`src/rtl/spg_pkg.sv`:
```
// Shared types and codes for the trapezoid-ramp step pulse generator.
`timescale 1ns / 1ps

package spg_pkg;

  // command codes
  localparam logic [1:0] OP_TICK  = 2'd0;
  localparam logic [1:0] OP_START = 2'd1;
  localparam logic [1:0] OP_STOP  = 2'd2;

  // ramp phases
  localparam logic [1:0] PH_STOP   = 2'd0;
  localparam logic [1:0] PH_ACCEL  = 2'd1;
  localparam logic [1:0] PH_STEADY = 2'd2;
  localparam logic [1:0] PH_DECEL  = 2'd3;

  // register map, index = paddr[3:2]
  localparam int unsigned ADDR_W = 4;
  localparam logic [1:0] REG_MAX_DELAY  = 2'd0;
  localparam logic [1:0] REG_ACCEL_STEP = 2'd1;
  localparam logic [1:0] REG_UPD_INTVL  = 2'd2;

  localparam logic [31:0] MAX_DELAY_RST  = 32'd1500;
  localparam logic [15:0] ACCEL_STEP_RST = 16'd10;
  localparam logic [31:0] UPD_INTVL_RST  = 32'd2000;

  typedef struct packed {
    logic [1:0]  operation;
    logic [31:0] now_us;
    logic signed [31:0] step_count;
    logic [31:0] target_delay_us;
  } cmd_item_t;

  typedef struct packed {
    logic        step_pulse;
    logic        direction_neg;
    logic        moving;
    logic [1:0]  ramp_phase;
    logic signed [31:0] position;
    logic        start_rejected;
  } res_item_t;

  typedef struct packed {
    logic [31:0] max_delay_us;
    logic [15:0] accel_step_us;
    logic [31:0] update_interval_us;
  } cfg_t;

endpackage

```
`src/rtl/spg_cfg_regs.sv`:
```
// APB register file holding the ramp configuration.
`timescale 1ns / 1ps

module spg_cfg_regs (
  input  logic                       clk,
  input  logic                       rst,
  input  logic                       psel,
  input  logic                       penable,
  input  logic                       pwrite,
  input  logic [spg_pkg::ADDR_W-1:0] paddr,
  input  logic [31:0]                pwdata,
  output logic [31:0]                prdata,
  output logic                       pready,
  output spg_pkg::cfg_t              cfg
);
  import spg_pkg::*;

  logic       wr_en;
  logic [1:0] reg_idx;

  assign pready  = 1'b1;
  assign wr_en   = psel && penable && pwrite;
  assign reg_idx = paddr[3:2];

  always_ff @(posedge clk) begin
    if (rst) begin
      cfg.max_delay_us       <= MAX_DELAY_RST;
      cfg.accel_step_us      <= ACCEL_STEP_RST;
      cfg.update_interval_us <= UPD_INTVL_RST;
    end else if (wr_en) begin
      case (reg_idx)
        REG_MAX_DELAY:  cfg.max_delay_us       <= pwdata;
        REG_ACCEL_STEP: cfg.accel_step_us      <= pwdata[15:0];
        REG_UPD_INTVL:  cfg.update_interval_us <= pwdata;
        default: ;
      endcase
    end
  end

  always_comb begin
    case (reg_idx)
      REG_MAX_DELAY:  prdata = cfg.max_delay_us;
      REG_ACCEL_STEP: prdata = {16'd0, cfg.accel_step_us};
      REG_UPD_INTVL:  prdata = cfg.update_interval_us;
      default:        prdata = 32'd0;
    endcase
  end

endmodule

```
`src/rtl/spg_ramp_core.sv`:
```
// Motion state registers and the single-pass next-state logic for one item.
`timescale 1ns / 1ps

module spg_ramp_core (
  input  logic               clk,
  input  logic               rst,
  input  logic               en,
  input  spg_pkg::cmd_item_t cmd,
  input  spg_pkg::cfg_t      cfg,
  output spg_pkg::res_item_t res
);
  import spg_pkg::*;

  logic [31:0] last_pulse_time, last_pulse_time_next;
  logic [31:0] speed_update_time, speed_update_time_next;
  logic [31:0] steps_remaining, steps_remaining_next;
  logic [31:0] accel_step_count, accel_step_count_next;
  logic [31:0] current_delay, current_delay_next;
  logic [31:0] cruise_delay, cruise_delay_next;
  logic [1:0]  phase_reg, phase_reg_next;
  logic        moving_flag, moving_flag_next;
  logic        negative_dir, negative_dir_next;
  logic [31:0] axis_position, axis_position_next;

  logic [31:0] elapsed_pulse, elapsed_upd, accel_ext;
  logic [31:0] delay_dec, delay_inc;
  logic [32:0] delay_sum;
  logic        update_due, above_cruise, below_cruise;
  logic        fire_cur, fire_cruise, fire_dec, fire_inc;
  logic [31:0] delay_mid, sut_mid;
  logic [1:0]  phase_mid;
  logic        fire;
  logic [31:0] steps_dec, accel_inc;
  logic        near_end, near_end_acc;
  logic        pulse, rejected;

  // all candidates are formed side by side, the phase picks one
  assign elapsed_pulse = cmd.now_us - last_pulse_time;
  assign elapsed_upd   = cmd.now_us - speed_update_time;
  assign update_due    = elapsed_upd > cfg.update_interval_us;
  assign accel_ext     = {16'd0, cfg.accel_step_us};
  assign delay_dec     = (current_delay > accel_ext) ? (current_delay - accel_ext) : 32'd0;
  assign delay_sum     = {1'b0, current_delay} + {1'b0, accel_ext};
  assign delay_inc     = delay_sum[32] ? 32'hFFFF_FFFF : delay_sum[31:0];
  assign above_cruise  = current_delay > cruise_delay;
  assign below_cruise  = current_delay < cruise_delay;
  assign fire_cur      = elapsed_pulse > current_delay;
  assign fire_cruise   = elapsed_pulse > cruise_delay;
  assign fire_dec      = elapsed_pulse > delay_dec;
  assign fire_inc      = elapsed_pulse > delay_inc;
  assign steps_dec     = steps_remaining - 32'd1;
  assign accel_inc     = accel_step_count + 32'd1;
  assign near_end      = steps_dec <= accel_step_count;
  assign near_end_acc  = steps_dec <= accel_inc;

  // interval and phase after the speed update of a tick
  always_comb begin
    delay_mid = current_delay;
    sut_mid   = speed_update_time;
    phase_mid = phase_reg;
    fire      = fire_cur;
    case (phase_reg)
      PH_ACCEL: begin
        if (above_cruise) begin
          if (update_due) begin
            delay_mid = delay_dec;
            sut_mid   = cmd.now_us;
            fire      = fire_dec;
          end
        end else begin
          delay_mid = cruise_delay;
          phase_mid = PH_STEADY;
          fire      = fire_cruise;
        end
      end
      PH_DECEL: begin
        if (below_cruise) begin
          if (update_due) begin
            delay_mid = delay_inc;
            sut_mid   = cmd.now_us;
            fire      = fire_inc;
          end
        end else begin
          delay_mid = cruise_delay;
          fire      = fire_cruise;
        end
      end
      PH_STEADY: begin
        delay_mid = cruise_delay;
        fire      = fire_cruise;
      end
      default: ;
    endcase
  end

  always_comb begin
    last_pulse_time_next   = last_pulse_time;
    speed_update_time_next = speed_update_time;
    steps_remaining_next   = steps_remaining;
    accel_step_count_next  = accel_step_count;
    current_delay_next     = current_delay;
    cruise_delay_next      = cruise_delay;
    phase_reg_next         = phase_reg;
    moving_flag_next       = moving_flag;
    negative_dir_next      = negative_dir;
    axis_position_next     = axis_position;
    pulse                  = 1'b0;
    rejected               = 1'b0;
    case (cmd.operation)
      OP_TICK: begin
        if (moving_flag) begin
          speed_update_time_next = sut_mid;
          current_delay_next     = delay_mid;
          phase_reg_next         = phase_mid;
          if (fire) begin
            last_pulse_time_next = cmd.now_us;
            if (steps_remaining != 32'd0) begin
              pulse                = 1'b1;
              steps_remaining_next = steps_dec;
              if (phase_mid == PH_ACCEL) begin
                accel_step_count_next = accel_inc;
              end
              axis_position_next = negative_dir ? (axis_position - 32'd1)
                                                : (axis_position + 32'd1);
              if ((phase_mid == PH_ACCEL) ? near_end_acc : near_end) begin
                phase_reg_next    = PH_DECEL;
                cruise_delay_next = cfg.max_delay_us;
              end
            end else begin
              moving_flag_next = 1'b0;
              phase_reg_next   = PH_STOP;
            end
          end
        end
      end
      OP_START: begin
        if (moving_flag) begin
          rejected = 1'b1;
        end else begin
          negative_dir_next     = cmd.step_count[31];
          steps_remaining_next  = cmd.step_count[31] ? (32'd0 - cmd.step_count)
                                                     : cmd.step_count;
          cruise_delay_next     = cmd.target_delay_us;
          current_delay_next    = cfg.max_delay_us;
          accel_step_count_next = 32'd0;
          moving_flag_next      = 1'b1;
          phase_reg_next        = PH_ACCEL;
        end
      end
      OP_STOP: begin
        moving_flag_next = 1'b0;
        phase_reg_next   = PH_STOP;
      end
      default: ;
    endcase
  end

  always_comb begin
    res.step_pulse     = pulse;
    res.direction_neg  = negative_dir_next;
    res.moving         = moving_flag_next;
    res.ramp_phase     = phase_reg_next;
    res.position       = axis_position_next;
    res.start_rejected = rejected;
  end

  always_ff @(posedge clk) begin
    if (rst) begin
      last_pulse_time   <= 32'd0;
      speed_update_time <= 32'd0;
      steps_remaining   <= 32'd0;
      accel_step_count  <= 32'd0;
      current_delay     <= 32'd0;
      cruise_delay      <= 32'd0;
      phase_reg         <= PH_STOP;
      moving_flag       <= 1'b0;
      negative_dir      <= 1'b0;
      axis_position     <= 32'd0;
    end else if (en) begin
      last_pulse_time   <= last_pulse_time_next;
      speed_update_time <= speed_update_time_next;
      steps_remaining   <= steps_remaining_next;
      accel_step_count  <= accel_step_count_next;
      current_delay     <= current_delay_next;
      cruise_delay      <= cruise_delay_next;
      phase_reg         <= phase_reg_next;
      moving_flag       <= moving_flag_next;
      negative_dir      <= negative_dir_next;
      axis_position     <= axis_position_next;
    end
  end

endmodule

```
`src/rtl/stepper_trapezoid_pulse_gen.sv`:
```
// Top level: command register, ramp core, result register and APB registers.
//
//  channel | signals                            | payload
//  --------+------------------------------------+------------------
//  cmd     | cmd_valid in, cmd_stall out        | cmd_item_t
//  res     | res_valid out, res_stall in        | res_item_t
//  apb     | psel penable pwrite paddr pwdata   | prdata, pready=1
//
// One item per cycle while the result is not stalled: an item is held in the
// command register, and the motion state is updated as it moves into the
// result register, which then raises res_valid.
// rst is synchronous, active high; it clears motion state and loads
// register defaults. A stalled result holds; one more item is taken
// into the command register behind it, then cmd_stall rises.
`timescale 1ns / 1ps

module stepper_trapezoid_pulse_gen (
  input  logic                       clk,
  input  logic                       rst,
  input  logic                       cmd_valid,
  output logic                       cmd_stall,
  input  spg_pkg::cmd_item_t         cmd,
  output logic                       res_valid,
  input  logic                       res_stall,
  output spg_pkg::res_item_t         res,
  input  logic                       psel,
  input  logic                       penable,
  input  logic                       pwrite,
  input  logic [spg_pkg::ADDR_W-1:0] paddr,
  input  logic [31:0]                pwdata,
  output logic [31:0]                prdata,
  output logic                       pready
);
  import spg_pkg::*;

  cfg_t      cfg;
  cmd_item_t cmd_q;
  logic      cmd_q_valid;
  res_item_t res_comb;
  logic      advance, accept;

  spg_cfg_regs u_cfg (
    .clk     (clk),
    .rst     (rst),
    .psel    (psel),
    .penable (penable),
    .pwrite  (pwrite),
    .paddr   (paddr),
    .pwdata  (pwdata),
    .prdata  (prdata),
    .pready  (pready),
    .cfg     (cfg)
  );

  assign advance   = cmd_q_valid && (!res_valid || !res_stall);
  assign cmd_stall = cmd_q_valid && !advance;
  assign accept    = cmd_valid && !cmd_stall;

  always_ff @(posedge clk) begin
    if (rst) begin
      cmd_q_valid <= 1'b0;
    end else if (accept) begin
      cmd_q_valid <= 1'b1;
    end else if (advance) begin
      cmd_q_valid <= 1'b0;
    end
  end

  always_ff @(posedge clk) begin
    if (accept) begin
      cmd_q <= cmd;
    end
  end

  spg_ramp_core u_core (
    .clk (clk),
    .rst (rst),
    .en  (advance),
    .cmd (cmd_q),
    .cfg (cfg),
    .res (res_comb)
  );

  always_ff @(posedge clk) begin
    if (rst) begin
      res_valid <= 1'b0;
    end else if (advance) begin
      res_valid <= 1'b1;
    end else if (!res_stall) begin
      res_valid <= 1'b0;
    end
  end

  always_ff @(posedge clk) begin
    if (advance) begin
      res <= res_comb;
    end
  end

`ifndef ASSERT_OFF
  a_advance_fills: assert property (@(posedge clk) disable iff (rst)
    advance |=> res_valid)
    else $error("result register not loaded after advance");

  a_moving_phase: assert property (@(posedge clk) disable iff (rst)
    res_valid |-> (res.moving == (res.ramp_phase != PH_STOP)))
    else $error("moving flag disagrees with ramp phase");

  a_pulse_moving: assert property (@(posedge clk) disable iff (rst)
    (res_valid && (res.step_pulse || res.start_rejected)) |-> res.moving)
    else $error("step or rejection reported while not moving");

  a_stall_full: assert property (@(posedge clk) disable iff (rst)
    cmd_stall |-> (cmd_q_valid && res_valid && res_stall))
    else $error("command stalled with room downstream");
`endif

endmodule
```
`config.mk`:
```
export PLATFORM = sky130hd
export DESIGN_NAME = stepper_trapezoid_pulse_gen
export DESIGN_NICKNAME = d
export VERILOG_FILES = /design/src/rtl/spg_pkg.sv /design/src/rtl/spg_cfg_regs.sv /design/src/rtl/spg_ramp_core.sv /design/src/rtl/stepper_trapezoid_pulse_gen.sv
export SDC_FILE = /design/constraint.sdc
export NUM_CORES = 2
export LEC_CHECK = 0
export BUFFER_PORTS_ARGS = -buffer_cell sky130_fd_sc_hd__buf_2
export CAP_MARGIN = 20
export CORE_MARGIN = 4
export CORE_UTILIZATION = 60
export CTS_BUF_LIST = sky130_fd_sc_hd__clkbuf_16
export DETAILED_ROUTE_END_ITERATION = 7
export HOLD_SLACK_MARGIN = 0.02
export PLACE_DENSITY_LB_ADDON = 0.2
export SYNTH_ARGS = -nofsm -noshare
export SYNTH_HDL_FRONTEND = slang
export SYNTH_SLANG_ARGS = --single-unit
export TNS_END_PERCENT = 100
```
`constraint.sdc`:
```
create_clock -name clk -period 9.5 [get_ports clk]
set_clock_uncertainty 0.1 [all_clocks]
set_input_delay 0.95 -clock clk [delete_from_list [all_inputs] [get_ports clk]]
set_output_delay 0.95 -clock clk [all_outputs]
set_load 0.01 [all_outputs]
```
==> flow_metrics.tcl <==
set metrics [dict create \
    status "finished clean" \
    critPathMaxFanout 7 \
    crit_path_end_kind "flop" \
    nets 4572 \
    yosys_warnings 0 \
    die_area_mm2 0.0578 \
    core_area_mm2 0.0531 \
    root_buffer "clkbuf_16" \
    powerDensity_mw_per_mm2 162 \
    wirelength_um 96500 \
    final_hold_viol_count 0 \
    hpwl_um 71500 \
    hp-class "flop to flop" \
    worst_pin_slew_ns 1.18 \
    min_from "u_core.accel_step_count[27]" \
    finalMaxSlewViolations 0 \
    setup_viol 0 \
    die-width_um 240 \
    gp_congestion 1.00 \
    vdd_drop_max_mv 0.145 \
    critical_path_class "flop to flop" \
    cts_hold_buf 0 \
    synth_edf_count 136 \
    drc 0 \
    cts.sinks 446 \
    tns_ns 0 \
    grtUsageTotal 0.324 \
    pin_count 214 \
    cp.required_ns 9.85 \
    synth_nets 4454 \
    postRouteAntennaNets 0 \
    first_pass_iters 6 \
    synthToLayoutAreaGrowth_pct 9.98 \
    rsz0062_at_grt "no" \
    cp-startpoint "cmd_q[64]" \
    final_cells 4767 \
    synth_area_mm2 0.0324 \
    cts-resized-gates 0 \
    clockBufferDepth 3 \
    ys_ff_latch 446 \
    syn_avg_cell_area_um2 8.27 \
    drt_iter0_drc 3097 \
    finalCritPeriodShare 0.852 \
    fmax_mhz 124 \
    yosys-top-cells-area "dfxtp_1 (19%), ha_1 (15%), edfxtp_1 (13%)" \
    final_common_cell "nand2_1" \
    dp_cells 4673 \
    largest_reg_flops 98 \
    maxSlewHeadroom 0.205 \
    viasPerCell 6.24 \
    initial_core_util 0.611 \
    p_leak_uw 0.0145 \
    synth-seq-area-share 0.317 \
    htreeDepth 2 \
    antenna_found_initial 0 \
    post_cts_buffers 0 \
    path_clk_slew_ns 0.06 \
    grt_pass1_wl_um 149000 \
    synth_top_area_frac 0.191 \
    top_register "cmd_q" \
    reg2reg_from "cmd_q[64]" \
    postPlaceCellArea_mm2 0.0340 \
    top_regs "cmd_q (98), u_cfg.cfg (80), res (38)" \
    io_buffer_count 210 \
    numCtsBuffers 49 \
    final_area_mm2 0.0357 \
    period_needed_ns 8.09 \
    maxCapViolations 0 \
    start_kind "flop" \
    ys_types 93 \
    tritoncts "yes" \
    gr-total-overflow 0 \
    utilization 0.672 \
    wire_per_inst_um 20.2 \
    final_cell_mix "nand2_1 (466), ha_1 (388), a21oi_1 (377), nor2_1 (376), dfxtp_1 (310)" \
    synth-main-ff-cell "dfxtp_1" \
    postSynthCellCount 3920 \
    grt_pass1_vias 26870 \
    yosysTopAreaCell "dfxtp_1" \
    die_y_um 240 \
    insertion_delay_ns 0.63 \
    vias 29759 \
    cp.arrival_ns 8.45 \
    layout-drive-gt1-share 0.0937 \
    grt_max_degree 141 \
    async_flop_share 0 \
    row_count 84 \
    n_antenna_cell 0 \
]
stage by stage:
stage	hold WS [ns]	total power, uW	setup slack, ns
2_1_floorplan	0.332	3290	3.31
3_3_place_gp	0.340	3750	1.79
3_5_place_dp	0.344	3780	1.68
4_1_cts	0.353	5750	1.62
5_1_grt	0.376	6070	1.07
6_report	0.353	5790	1.41
synthesized netlist by cell type, types with 34 or more instances:
cell and instances:
xnor2_1 155, a21o_1 85, nor3_1 51, edfxtp_1 136
a21oi_1 378, inv_1 265, ha_1 388, o21a_1 34
nand2_1 467, a311oi_1 41, nor2b_1 40, nor2_1 376
or3_1 41, nand3_1 102, o211ai_1 38, mux2i_1 109
o21ai_0 175, dfxtp_1 310, nand4_1 68, xor2_1 70
clkbuf_1 139
final cells by class:
type	count	area, um^2
multi-input combinational	3027	20500
inverter	268	1010
clock buffer	50	1250
tap	688	861
fill	4455	17400
clock inverter	42	403
timing repair buffer	246	1350
sequential	446	10300
kinds of logic after synthesis:
family                     after synthesis  share of synthesized area
AOI/OAI and AO/OA                      987                      0.193
and+or+nand+nor                       1284                      0.179
other                                    1                   0.000116
DFF                                    446                      0.317
buffers and inverters                  447                     0.0529
muxes                                  137                     0.0434
xor gates and xnor gates               225                     0.0608
adders and majority gates              393                      0.153
critical path, stage by stage (launching register included):
cell       delay, ns
edfxtp_1        0.39
inv_1           0.12
ha_1            0.19
inv_1           0.06
fa_1            0.40
a21oi_1         0.22
o21ai_0         0.16
a22oi_1         0.33
a21oi_1         0.17
a31oi_1         0.57
o31ai_1         0.26
nor4_1          0.24
o21bai_1        0.14
a21o_1          0.19
a21oi_1         0.19
xnor2_1         0.27
ha_1            0.40
nand4_1         0.14
nor4_1          0.60
nand4_1         0.21
nor3_1          0.34
nor2_1          0.12
a311oi_4        0.60
nand2_2         0.25
o31ai_1         1.00
a2bb2oi_1       0.20
nor2_1          0.06
per-layer routing:
layer / up-vias / routed length (um) / global-route usage
met5: - / 0 / 0
met4: 0 / 3280 / 0.103
met3: 198 / 9710 / 0.0649
met2: 1344 / 40100 / 0.474
met1: 13967 / 43500 / 0.481
li1: 14250 / - / -
final timing paths:
check,endpoint,slack [ns],cells after the start
hold reg to reg,u_core.accel_step_count[27],0.35,2
hold / removal,u_core.accel_step_count[27],0.35,2
setup / recovery,u_core.steps_remaining[14],1.41,26
setup reg to reg,u_core.steps_remaining[14],1.41,26
report_power, final:
part           internal, uW  total (uW)  switching, uW
logic                   638        1740           1100
registers              2020        2080           62.1
clock network          1130        1970            843
total                  3790        5790           2000
Power figures use the tool's default switching activity.
